$ cat src/rtl/core/bmprgb_pkg.sv
// Shared constants, types and helper functions for the bitmap-to-RGB565 converter.
package bmprgb_pkg;

   localparam int DIM_W         = 13;
   localparam int MAX_DIMENSION = 4096;
   localparam int BYTE_W        = 8;
   localparam int ROW_BYTE_W    = 15;
   localparam int INDEX_W       = 24;
   localparam int PIXEL_W       = 16;
   localparam int ASM_W         = 24;
   localparam int CSR_INDEX_W   = 3;

   // Register indexes on the configuration port.
   localparam logic [CSR_INDEX_W-1:0] REG_IMAGE_WIDTH    = 3'd0;
   localparam logic [CSR_INDEX_W-1:0] REG_IMAGE_HEIGHT   = 3'd1;
   localparam logic [CSR_INDEX_W-1:0] REG_DISPLAY_WIDTH  = 3'd2;
   localparam logic [CSR_INDEX_W-1:0] REG_DISPLAY_HEIGHT = 3'd3;
   localparam logic [CSR_INDEX_W-1:0] REG_PIXEL_FORMAT   = 3'd4;
   localparam logic [CSR_INDEX_W-1:0] REG_TOP_DOWN       = 3'd5;

   // Source pixel formats; the unused code behaves as 32-bit.
   localparam logic [1:0] FMT_16 = 2'd0;
   localparam logic [1:0] FMT_24 = 2'd1;
   localparam logic [1:0] FMT_32 = 2'd2;

   typedef struct packed {
      logic [DIM_W-1:0] image_width;
      logic [DIM_W-1:0] clip_width;
      logic [DIM_W-1:0] clip_height;
      logic [1:0]       pixel_format;
      logic             top_down;
   } cfg_type;

   typedef struct packed {
      logic [DIM_W-1:0]   row;
      logic [DIM_W-1:0]   col;
      logic [PIXEL_W-1:0] pixel;
      logic               last;
   } pix_type;

   function automatic logic [DIM_W-1:0] clamp_dim(input logic [DIM_W-1:0] v);
      logic [DIM_W-1:0] r;
      if (v == '0) begin
         r = DIM_W'(1);
      end else if (v > DIM_W'(MAX_DIMENSION)) begin
         r = DIM_W'(MAX_DIMENSION);
      end else begin
         r = v;
      end
      return r;
   endfunction

   function automatic logic [DIM_W-1:0] min_dim(input logic [DIM_W-1:0] a,
                                                input logic [DIM_W-1:0] b);
      return (a < b) ? a : b;
   endfunction

   // Truncate blue, green and red (low to high byte) to 5:6:5.
   function automatic logic [PIXEL_W-1:0] to_rgb565(input logic [ASM_W-1:0] c);
      return {c[23:19], c[15:10], c[7:3]};
   endfunction

endpackage

$ cat src/rtl/core/bmprgb_decode.sv
// Stream state for the bitmap byte stream: pixel assembly, row position and clipping.
module bmprgb_decode (
   input  logic                            clock,
   input  logic                            reset,
   input  bmprgb_pkg::cfg_type             cfg,
   input  logic                            accept,
   input  logic [bmprgb_pkg::BYTE_W-1:0]   pixel_byte,
   output logic                            emit,
   output bmprgb_pkg::pix_type             pix
);

   logic [bmprgb_pkg::ASM_W-1:0]      assembly_ff;
   logic [1:0]                        byte_in_pixel_ff;
   logic [bmprgb_pkg::ROW_BYTE_W-1:0] byte_in_row_ff;
   logic [1:0]                        rem3_ff;
   logic [bmprgb_pkg::DIM_W-1:0]      quo3_ff;
   logic [bmprgb_pkg::DIM_W-1:0]      row_count_ff;
   logic                              image_done_ff;

   logic [bmprgb_pkg::ASM_W-1:0]      asm_base;
   logic [bmprgb_pkg::ASM_W-1:0]      asm_in;
   logic [1:0]                        last_pos;
   logic [bmprgb_pkg::ROW_BYTE_W-1:0] stride_raw;
   logic [bmprgb_pkg::ROW_BYTE_W-1:0] stride_sum;
   logic [bmprgb_pkg::ROW_BYTE_W-1:0] stride;
   logic [bmprgb_pkg::DIM_W:0]        col;
   logic                              stop;
   logic                              pix_end;
   logic                              row_end;
   logic                              visible;
   logic [bmprgb_pkg::DIM_W-1:0]      row_count_inc;
   logic [bmprgb_pkg::ROW_BYTE_W-1:0] byte_in_row_inc;

   assign stop = image_done_ff || (row_count_ff >= cfg.clip_height);

   always_comb begin
      unique case (cfg.pixel_format)
         bmprgb_pkg::FMT_16: begin
            last_pos   = 2'd1;
            stride_raw = {1'b0, cfg.image_width, 1'b0};
            col        = byte_in_row_ff[bmprgb_pkg::ROW_BYTE_W-1:1];
         end
         bmprgb_pkg::FMT_24: begin
            last_pos   = 2'd2;
            stride_raw = {2'b00, cfg.image_width} + {1'b0, cfg.image_width, 1'b0};
            col        = {1'b0, quo3_ff};
         end
         default: begin
            last_pos   = 2'd3;
            stride_raw = {cfg.image_width, 2'b00};
            col        = {1'b0, byte_in_row_ff[bmprgb_pkg::ROW_BYTE_W-1:2]};
         end
      endcase
   end

   // Stored rows are padded to a whole number of 4-byte words.
   assign stride_sum = stride_raw + bmprgb_pkg::ROW_BYTE_W'(3);
   assign stride     = {stride_sum[bmprgb_pkg::ROW_BYTE_W-1:2], 2'b00};

   assign asm_base = (byte_in_pixel_ff == 2'd0) ? '0 : assembly_ff;

   always_comb begin
      unique case (byte_in_pixel_ff)
         2'd0:    asm_in = {16'h0000, pixel_byte};
         2'd1:    asm_in = {asm_base[23:16], pixel_byte, asm_base[7:0]};
         2'd2:    asm_in = {pixel_byte, asm_base[15:0]};
         default: asm_in = asm_base;
      endcase
   end

   assign pix_end         = byte_in_pixel_ff >= last_pos;
   assign byte_in_row_inc = byte_in_row_ff + bmprgb_pkg::ROW_BYTE_W'(1);
   assign row_end         = ({1'b0, byte_in_row_ff} + 16'd1) >= {1'b0, stride};
   assign visible         = col < {1'b0, cfg.clip_width};
   assign row_count_inc   = row_count_ff + bmprgb_pkg::DIM_W'(1);

   assign emit = accept && !stop && pix_end && visible;

   always_comb begin
      pix.row   = cfg.top_down ? row_count_ff
                               : cfg.clip_height - bmprgb_pkg::DIM_W'(1) - row_count_ff;
      pix.col   = col[bmprgb_pkg::DIM_W-1:0];
      pix.pixel = (cfg.pixel_format == bmprgb_pkg::FMT_16) ? asm_in[15:0]
                                                           : bmprgb_pkg::to_rgb565(asm_in);
      pix.last  = (row_count_ff == cfg.clip_height - bmprgb_pkg::DIM_W'(1)) &&
                  (col == {1'b0, cfg.clip_width - bmprgb_pkg::DIM_W'(1)});
   end

   always_ff @(posedge clock) begin
      if (reset) begin
         assembly_ff      <= '0;
         byte_in_pixel_ff <= '0;
         byte_in_row_ff   <= '0;
         rem3_ff          <= '0;
         quo3_ff          <= '0;
         row_count_ff     <= '0;
         image_done_ff    <= 1'b0;
      end else if (accept) begin
         if (stop) begin
            image_done_ff <= 1'b1;
         end else begin
            assembly_ff <= asm_in;
            if (row_end) begin
               byte_in_row_ff   <= '0;
               byte_in_pixel_ff <= '0;
               rem3_ff          <= '0;
               quo3_ff          <= '0;
               row_count_ff     <= row_count_inc;
               image_done_ff    <= row_count_inc >= cfg.clip_height;
            end else begin
               byte_in_row_ff   <= byte_in_row_inc;
               byte_in_pixel_ff <= pix_end ? 2'd0 : byte_in_pixel_ff + 2'd1;
               // Running quotient and remainder of the row byte count by three.
               if (rem3_ff == 2'd2) begin
                  rem3_ff <= 2'd0;
                  quo3_ff <= quo3_ff + bmprgb_pkg::DIM_W'(1);
               end else begin
                  rem3_ff <= rem3_ff + 2'd1;
               end
            end
         end
      end
   end

endmodule

$ cat src/rtl/core/bmp_rows_to_rgb565_framebuffer_top.sv
// Top level: configuration registers, byte decoder, index multiply and result register.
// A byte that completes a visible pixel is held in the middle stage, then in the result register.
// Throughput: one byte per cycle while req_ready is high; the pixel index multiply sits in its own stage.
// A result waiting on rsp_ready does not stop the next byte while the middle stage is free.
// Reset restores the configuration registers, clears both valid flags and restarts the stream.
// There is no clearing pass; the block is ready in the cycle after reset falls.
module bmp_rows_to_rgb565_framebuffer_top (
   input  logic                                  clock,
   input  logic                                  reset,
   input  logic                                  req_valid,
   output logic                                  req_ready,
   input  logic [bmprgb_pkg::BYTE_W-1:0]         req_pixel_byte,
   output logic                                  rsp_valid,
   input  logic                                  rsp_ready,
   output logic [bmprgb_pkg::INDEX_W-1:0]        rsp_fb_index,
   output logic [bmprgb_pkg::PIXEL_W-1:0]        rsp_pixel_rgb565,
   output logic                                  rsp_last_pixel,
   input  logic                                  csr_valid,
   output logic                                  csr_ready,
   input  logic [bmprgb_pkg::CSR_INDEX_W-1:0]    csr_index,
   input  logic [bmprgb_pkg::DIM_W-1:0]          csr_data
);

   logic [bmprgb_pkg::DIM_W-1:0]   image_width_ff;
   logic [bmprgb_pkg::DIM_W-1:0]   image_height_ff;
   logic [bmprgb_pkg::DIM_W-1:0]   display_width_ff;
   logic [bmprgb_pkg::DIM_W-1:0]   display_height_ff;
   logic [1:0]                     pixel_format_ff;
   logic                           top_down_ff;

   bmprgb_pkg::cfg_type            cfg;
   logic [bmprgb_pkg::DIM_W-1:0]   dw;

   logic                           in_fire;
   logic                           emit;
   bmprgb_pkg::pix_type            pix;

   logic                           s1_valid_ff;
   logic                           s1_valid_in;
   bmprgb_pkg::pix_type            s1_word_ff;
   logic                           s1_advance;

   logic                           rsp_valid_ff;
   logic                           rsp_valid_in;
   logic [bmprgb_pkg::INDEX_W-1:0] rsp_fb_index_ff;
   logic [bmprgb_pkg::PIXEL_W-1:0] rsp_pixel_ff;
   logic                           rsp_last_ff;
   logic [2*bmprgb_pkg::DIM_W-1:0] row_offset;
   logic [2*bmprgb_pkg::DIM_W-1:0] index_sum;

   assign csr_ready = 1'b1;

   always_ff @(posedge clock) begin
      if (reset) begin
         image_width_ff    <= bmprgb_pkg::DIM_W'(1);
         image_height_ff   <= bmprgb_pkg::DIM_W'(1);
         display_width_ff  <= bmprgb_pkg::DIM_W'(1);
         display_height_ff <= bmprgb_pkg::DIM_W'(1);
         pixel_format_ff   <= bmprgb_pkg::FMT_16;
         top_down_ff       <= 1'b0;
      end else if (csr_valid) begin
         unique case (csr_index)
            bmprgb_pkg::REG_IMAGE_WIDTH:    image_width_ff    <= csr_data;
            bmprgb_pkg::REG_IMAGE_HEIGHT:   image_height_ff   <= csr_data;
            bmprgb_pkg::REG_DISPLAY_WIDTH:  display_width_ff  <= csr_data;
            bmprgb_pkg::REG_DISPLAY_HEIGHT: display_height_ff <= csr_data;
            bmprgb_pkg::REG_PIXEL_FORMAT:   pixel_format_ff   <= csr_data[1:0];
            bmprgb_pkg::REG_TOP_DOWN:       top_down_ff       <= csr_data[0];
            default: ;
         endcase
      end
   end

   always_comb begin
      cfg.image_width  = bmprgb_pkg::clamp_dim(image_width_ff);
      dw               = bmprgb_pkg::clamp_dim(display_width_ff);
      cfg.clip_width   = bmprgb_pkg::min_dim(cfg.image_width, dw);
      cfg.clip_height  = bmprgb_pkg::min_dim(bmprgb_pkg::clamp_dim(image_height_ff),
                                             bmprgb_pkg::clamp_dim(display_height_ff));
      cfg.pixel_format = pixel_format_ff;
      cfg.top_down     = top_down_ff;
   end

   // The middle stage moves on whenever the result register is empty or being emptied.
   assign s1_advance = s1_valid_ff && (!rsp_valid_ff || rsp_ready);
   assign req_ready  = !s1_valid_ff || s1_advance;
   assign in_fire    = req_valid && req_ready;

   bmprgb_decode u_decode (
      .clock      (clock),
      .reset      (reset),
      .cfg        (cfg),
      .accept     (in_fire),
      .pixel_byte (req_pixel_byte),
      .emit       (emit),
      .pix        (pix)
   );

   assign s1_valid_in  = emit ? 1'b1 : (s1_advance ? 1'b0 : s1_valid_ff);
   assign rsp_valid_in = s1_advance ? 1'b1 : (rsp_ready ? 1'b0 : rsp_valid_ff);

   assign row_offset = {{bmprgb_pkg::DIM_W{1'b0}}, s1_word_ff.row} *
                       {{bmprgb_pkg::DIM_W{1'b0}}, dw};
   assign index_sum  = row_offset + {{bmprgb_pkg::DIM_W{1'b0}}, s1_word_ff.col};

   always_ff @(posedge clock) begin
      if (reset) begin
         s1_valid_ff  <= 1'b0;
         rsp_valid_ff <= 1'b0;
      end else begin
         s1_valid_ff  <= s1_valid_in;
         rsp_valid_ff <= rsp_valid_in;
      end
   end

   always_ff @(posedge clock) begin
      if (emit) begin
         s1_word_ff <= pix;
      end
      if (s1_advance) begin
         rsp_fb_index_ff <= index_sum[bmprgb_pkg::INDEX_W-1:0];
         rsp_pixel_ff    <= s1_word_ff.pixel;
         rsp_last_ff     <= s1_word_ff.last;
      end
   end

   assign rsp_valid        = rsp_valid_ff;
   assign rsp_fb_index     = rsp_fb_index_ff;
   assign rsp_pixel_rgb565 = rsp_pixel_ff;
   assign rsp_last_pixel   = rsp_last_ff;

endmodule
$ cat config.mk
export PLATFORM = sky130hd
export DESIGN_NAME = bmp_rows_to_rgb565_framebuffer_top
export DESIGN_NICKNAME = d
export VERILOG_FILES = /design/src/rtl/core/bmprgb_pkg.sv /design/src/rtl/core/bmprgb_decode.sv /design/src/rtl/core/bmp_rows_to_rgb565_framebuffer_top.sv
export SDC_FILE = /design/constraint.sdc
export NUM_CORES = 1
export LEC_CHECK = 0
export BUFFER_PORTS_ARGS = -buffer_cell sky130_fd_sc_hd__buf_2
export CAP_MARGIN = 5
export CORE_ASPECT_RATIO = 1.75
export CORE_UTILIZATION = 46
export DETAILED_ROUTE_END_ITERATION = 10
export SLEW_MARGIN = 25
export SYNTH_ARGS = -nofsm -noshare
export SYNTH_HDL_FRONTEND = slang
export SYNTH_SLANG_ARGS = --single-unit
$ cat constraint.sdc
create_clock -name clock -period 15.2 [get_ports clock]
set_clock_uncertainty 0.1 [all_clocks]
set_input_delay 3.04 -clock clock [delete_from_list [all_inputs] [get_ports clock]]
set_output_delay 3.04 -clock clock [all_outputs]
set_load 0.1 [all_outputs]
-- Word-level counts from Yosys, hierarchy flattened
Cells that the tools add are included.
- register bits: 208
- bits of input ports: 29
- output and inout bits: 44
- logic and storage cells: 120
- add/sub/neg operators: 12
- multipliers: 1
- magnitude comparators: 11
- equal/unequal tests: 11
- muxes and demuxes: 29
- bitwise logic cells: 1
- reductions and logical operators: 33
- operators by type and width (operator ; number):
    $mux W13 ; 13
    $pmux W24 S3 ; 1
    $gt A13 B13 Y1 const B ; 4
    $logic_not A13 Y1 ; 4
    $pmux W15 S2 ; 1
    $pmux W14 S2 ; 1
    $add A13 B1 Y13 const B ; 2
    $ge A13 B13 Y1 ; 2
    $lt A13 B13 Y1 ; 2
    $sub A13 B1 Y13 const B ; 2
    $add A24 B13 Y24 ; 1
    $mul A13 B13 Y24 ; 1
    $add A15 B1 Y16 const B ; 1
    $ge A16 B15 Y1 ; 1
    $mux W16 ; 1
    $reduce_and A2 Y1 ; 8
    $add A13 B14 Y15 ; 1
    $add A15 B1 Y15 const B ; 1
    $add A15 B2 Y15 const B ; 1
    $mux W15 ; 1
    $eq A14 B13 Y1 ; 1
    $lt A14 B13 Y1 ; 1
    $eq A13 B13 Y1 ; 1
    $sub A13 B13 Y13 ; 1
    18 further kinds ; 45

-- Longest topological paths before layout
- depth in word-level cells: 12
- gate-level depth with buffers: 29
- depth with buffers taken out: 25

-- By module
Synthesis repeated with hierarchy kept, for this count alone.
- cell total of the unflattened synthesis: 2228
- area, all modules: 19527.5 µm²
- by module, submodules not included (module ; instances ; cells each ; area each (µm²) ; seq. area each (µm²)):
    bmp_rows_to_rgb565_framebuffer_top ; 1 ; 1227 ; 11893.9 ; 3663.5
    bmprgb_decode ; 1 ; 1001 ; 7633.6 ; 1341.3

-- Worst setup path before layout
No wires, ideal clock.
- path type: register -> register
- start: reg display_width_ff[12] (netlist name)
- end: reg s1_word_ff[0] (netlist name) (enable)
- setup time: 0.443 ns
- data arrival time: 6.652 ns
- required time: 14.657 ns
- path slack: 8.005 ns
- cell stages (with the launch flop): 26
- path buffers: 6
- clock period less this slack: 7.195 ns
- cell sequence: dfxtp_1 buf_2 buf_2 nor2b_1 clkbuf_1 inv_1 ha_1 a21o_1 a211oi_1 o2bb2ai_4 buf_12 buf_6 clkbuf_1 mux2i_1 ha_1 nor2b_1 o21a_1 o21a_1 o21a_1 o21a_1 o21a_1 o21a_1 o21a_1 o21ai_0 a21oi_1 nor2_1
- word-level cells in the longest chain between the ends: 7
- elaborated cells between the ends (all ways): 8
- classes of those cells: order compare: 3; mux: 3; reduce/logical: 2
- ends and longest elaborated chain (element ; RTL line ; source):
    start: declaration ; bmp_rows_to_rgb565_framebuffer_top.sv:26 ; logic [bmprgb_pkg::DIM_W-1:0] display_width_ff;
    start signal: assignment ; bmp_rows_to_rgb565_framebuffer_top.sv:57 ; display_width_ff <= bmprgb_pkg::DIM_W'(1);
    start signal: assignment ; bmp_rows_to_rgb565_framebuffer_top.sv:65 ; bmprgb_pkg::REG_DISPLAY_WIDTH: display_width_ff <= csr_data;
    $gt A13 B13 Y1 ; bmprgb_pkg.sv:45 ; end else if (v > DIM_W'(MAX_DIMENSION)) begin
    $mux W13 ; bmprgb_pkg.sv:45 ;
    $mux W13 (*) ; bmprgb_pkg.sv:43 ; if (v == '0) begin
    $lt A13 B13 Y1 ; bmprgb_pkg.sv:55 ; return (a < b) ? a : b;
    $mux W13 (*) ; bmprgb_pkg.sv:55 ;
    $lt A14 B13 Y1 (*) ; bmprgb_decode.sv:74 ; assign visible = col < {1'b0, cfg.clip_width};
    $logic_and A1 B1 Y1 (*) ; bmprgb_decode.sv:77 ; assign emit = accept && !stop && pix_end && visible;
    via emit ; bmp_rows_to_rgb565_framebuffer_top.sv:35 ; logic emit;
    end signal: assignment ; bmp_rows_to_rgb565_framebuffer_top.sv:118 ; s1_word_ff <= pix;
    end: declaration ; bmp_rows_to_rgb565_framebuffer_top.sv:40 ; bmprgb_pkg::pix_type s1_word_ff;
The timed path passes the listed nets; every way through them passes the cells marked *.
A chain may end at the register's enable or synchronous reset.

-- Worst setup path in the final report
- start: in rsp_ready
- end: out req_ready
- word-level cells in the longest chain between the ends: 3
- ends and longest elaborated chain (element ; RTL line ; source):
    start: declaration ; bmp_rows_to_rgb565_framebuffer_top.sv:14 ; input logic rsp_ready,
    $logic_or A1 B1 Y1 ; bmp_rows_to_rgb565_framebuffer_top.sv:85 ; assign s1_advance = s1_valid_ff && (!rsp_valid_ff || rsp_ready);
    $logic_and A1 B1 Y1 ; bmp_rows_to_rgb565_framebuffer_top.sv:85 ;
    $logic_or A1 B1 Y1 ; bmp_rows_to_rgb565_framebuffer_top.sv:86 ; assign req_ready = !s1_valid_ff || s1_advance;
    end: declaration ; bmp_rows_to_rgb565_framebuffer_top.sv:11 ; output logic req_ready,
No other way between the ends.

==> flow_summary.yaml <==
sta:
  final.setup.tns_ns: 0
  fin_crit_sh: 0.480
  finalCriticalPeriod_ns: 7.30
  finalMaxSlewViolations: 0
  rsz0062_at_grt: "false"
  fin_hold_ws_ns: 0.314
  timing.fmax_ghz: 0.137
  tightest_slew_ns: 1.01
  maxSlewHeadroom: 0.326
  setup_viol: 0
  setup_slack_ns: 7.90
  finalHoldViolCount: 0
die:
  rows: 98
  die_width_um: 156
  coreArea_um2: 41000
  num_io_pins: 73
  die_h_um: 272
  dieArea_um2: 42600
  initial_utilization: 0.469
critical_path:
  cpMostUsedCell: "buf_2"
  path_buf_inv: 2
  cp_slowest_stage_delay_ns: 0.42
  cp-end-kind: "primary output"
  path_cells: "buf_2, nor2b_1, nand2_1, buf_2"
  critPathLaunchType: "primary input"
  worstPathRequired_ns: 12.06
  crit_arrival_ns: 4.16
  reg2reg_slack_ns: 7.92
  critPathKind: "primary input to primary output"
  worst_path_max_delay_cell: "nor2b_1"
  cpLargestDelayFamily: "simple AND/OR/NAND/NOR gates"
  cp_max_fo: 3
place:
  portBuffers: 71
  place_congestion: 0.922
  pre_cts_ws_ns: 7.78
  post-dp-hpwl_mm: 40.4
detailed_routing:
  first_pass_iters: 5
  vias_per_cell: 5.52
  wl_per_cell_um: 18.5
  drtAntennaViolNets: 0
  drcViolationCount: 0
  initialDrtViolationCount: 777
  num_vias: 15480
  drt_wl_total_mm: 51.8
pwr:
  power_frac_clock: 0.313
  peakVddDrop_uv: 70.9
  internal_power_mw: 1.26
  powerDensity_nw_per_um2: 96.0
  report.power.total_mw: 2.00
  seqPwrFrac: 0.349
  swShare: 0.368
  total_leakage_power_nw: 9.06
  combPwrFrac: 0.338
  p_switching_mw: 0.736
yosys:
  avgSynthCellArea_um2: 8.62
  syn_inst: 2226
  async_flop_share: 0
  ys_seq_elements: 208
  synth_fp_nets: 2572
  synth-edff-count: 84
  synth_area_um2: 19200
  ys_warn_count: 0
  yosysSeqAreaShare: 0.261
  yosysUniqueCellTypes: 80
  synth_flop_cell: "dfxtp_1"
clock_tree:
  htreeDepth: 1
  clk_latency_ns: 0.55
  cts_buffer_depth: 3
  cts.clk_slew.worst_paths_ns: 0.06
  cts_setup_buffers: 0
  cts_tree: "done"
  cts_resized: 0
  cts_made_buffers: 24
  cts_hold_buf: 0
  clkSinkCount: 208
  root_buffer: "clkbuf_16"
outcome:
  outcome: "finished clean"
grt:
  overflow: 0
  grt_usage: 0.250
  grt_pass1_vias: 15945
  antenna_found_initial: 1
  grt_pass1_wl_mm: 82.9
  grt_max_degree: 66
final_layout:
  final_common_cell: "nand2_1"
  mostFrequentLayoutCells: "nand2_1 (309), inv_1 (233), ha_1 (187)"
  nFillCells: 3960
  layout-drive-gt1-share: 0.0772
  layout.nets: 2581
  areaGrowthSynthToFinish_pct: 8.55
job:
  drv_cap: 0
hold_path:
  hp-class: "register to register"
[area by class of cell]
| cell class | count | area [µm²] | share of cell area |
|---|---|---|---|
| multi-input cells | 1671 | 12900 | 0.617 |
| flip-flops and latches | 208 | 5000 | 0.240 |
| repair buffers | 97 | 553 | 0.0265 |
| well taps | 550 | 688 | 0.0330 |
| diodes | 2 | 5.00 | 0.000240 |
| clock inverters | 15 | 184 | 0.00883 |
| inverters | 233 | 875 | 0.0420 |
| clock buffers | 29 | 672 | 0.0322 |
[cell families after synthesis]
group           after synthesis  synth area share
simple gates                776             0.194
other cells                   1          0.000195
fa+ha+maj                   318             0.258
buf+inv                     347            0.0705
mux                          51            0.0278
flops                       208             0.261
compound gates              403             0.132
xor+xnor                    122            0.0564
[Yosys cell counts (all sizes together), types with 12 or more instances]
cell type,instances,area share
a211oi,17,0.0069
a21o,28,0.011
a21oi,146,0.038
a221oi,12,0.0055
a22oi,18,0.0070
a31oi,13,0.0042
and2,83,0.027
and3,19,0.0062
buf,20,0.0065
clkbuf,94,0.018
dfxtp,124,0.13
edfxtp,84,0.13
fa,130,0.14
ha,187,0.12
inv,233,0.046
mux2i,45,0.024
nand2,309,0.060
nand2b,12,0.0043
nand3,41,0.011
nand3b,17,0.0066
nand4,14,0.0046
nor2,134,0.026
nor2b,55,0.018
nor3,36,0.0094
nor4,21,0.0083
o21a,19,0.0074
o21ai,85,0.022
or3,16,0.0052
xnor2,85,0.040
xor2,37,0.017
[metal layers]
metal / GRT usage / vias up / wire length, µm
met5: 0 / - / 0
met4: 0.107 / 0 / 2130
met3: 0.0228 / 126 / 1640
met2: 0.498 / 333 / 28800
met1: 0.260 / 7495 / 19200
li1: - / 7526 / -
[path summary, 6_finish.rpt]
kind / cells after the start / end / from
min: 0 / rsp_pixel_rgb565[4] / s1_word_ff[5]
min reg2reg: 0 / rsp_pixel_rgb565[4] / s1_word_ff[5]
max reg2reg: 24 / rsp_fb_index[22] / display_width_ff[12]
max: 4 / req_ready / rsp_ready
[stage by stage]
| step | instances | cell area (µm²) | util |
|---|---|---|---|
| 6_report | 2805 | 20800 | 0.509 |
| 5_1_grt | 2803 | 20800 | 0.509 |
| 4_1_cts | 2803 | 20800 | 0.509 |
| 3_5_place_dp | 2759 | 20000 | 0.488 |
| 3_3_place_gp | 2759 | 20000 | 0.488 |
| 2_1_floorplan | 2226 | 19200 | - |
[power groups by stage]
stage          registers (mW)  clock network (mW)  logic [mW]
2_1_floorplan           0.736                   0       0.480
3_3_place_gp            0.707                   0       0.667
3_5_place_dp            0.708                   0       0.675
4_1_cts                 0.697               0.640       0.678
5_1_grt                 0.702               0.662       0.752
6_report                0.698               0.626       0.677
[state kept, by name (all words and copies together), names as in the netlist, 15 cells and up]
register                 count
u_decode.assembly_ff        21
s1_word_ff                  43
rsp_fb_index                24
rsp_pixel_rgb565            16
u_decode.byte_in_row_ff     15
Power figures use the tool's default switching activity.
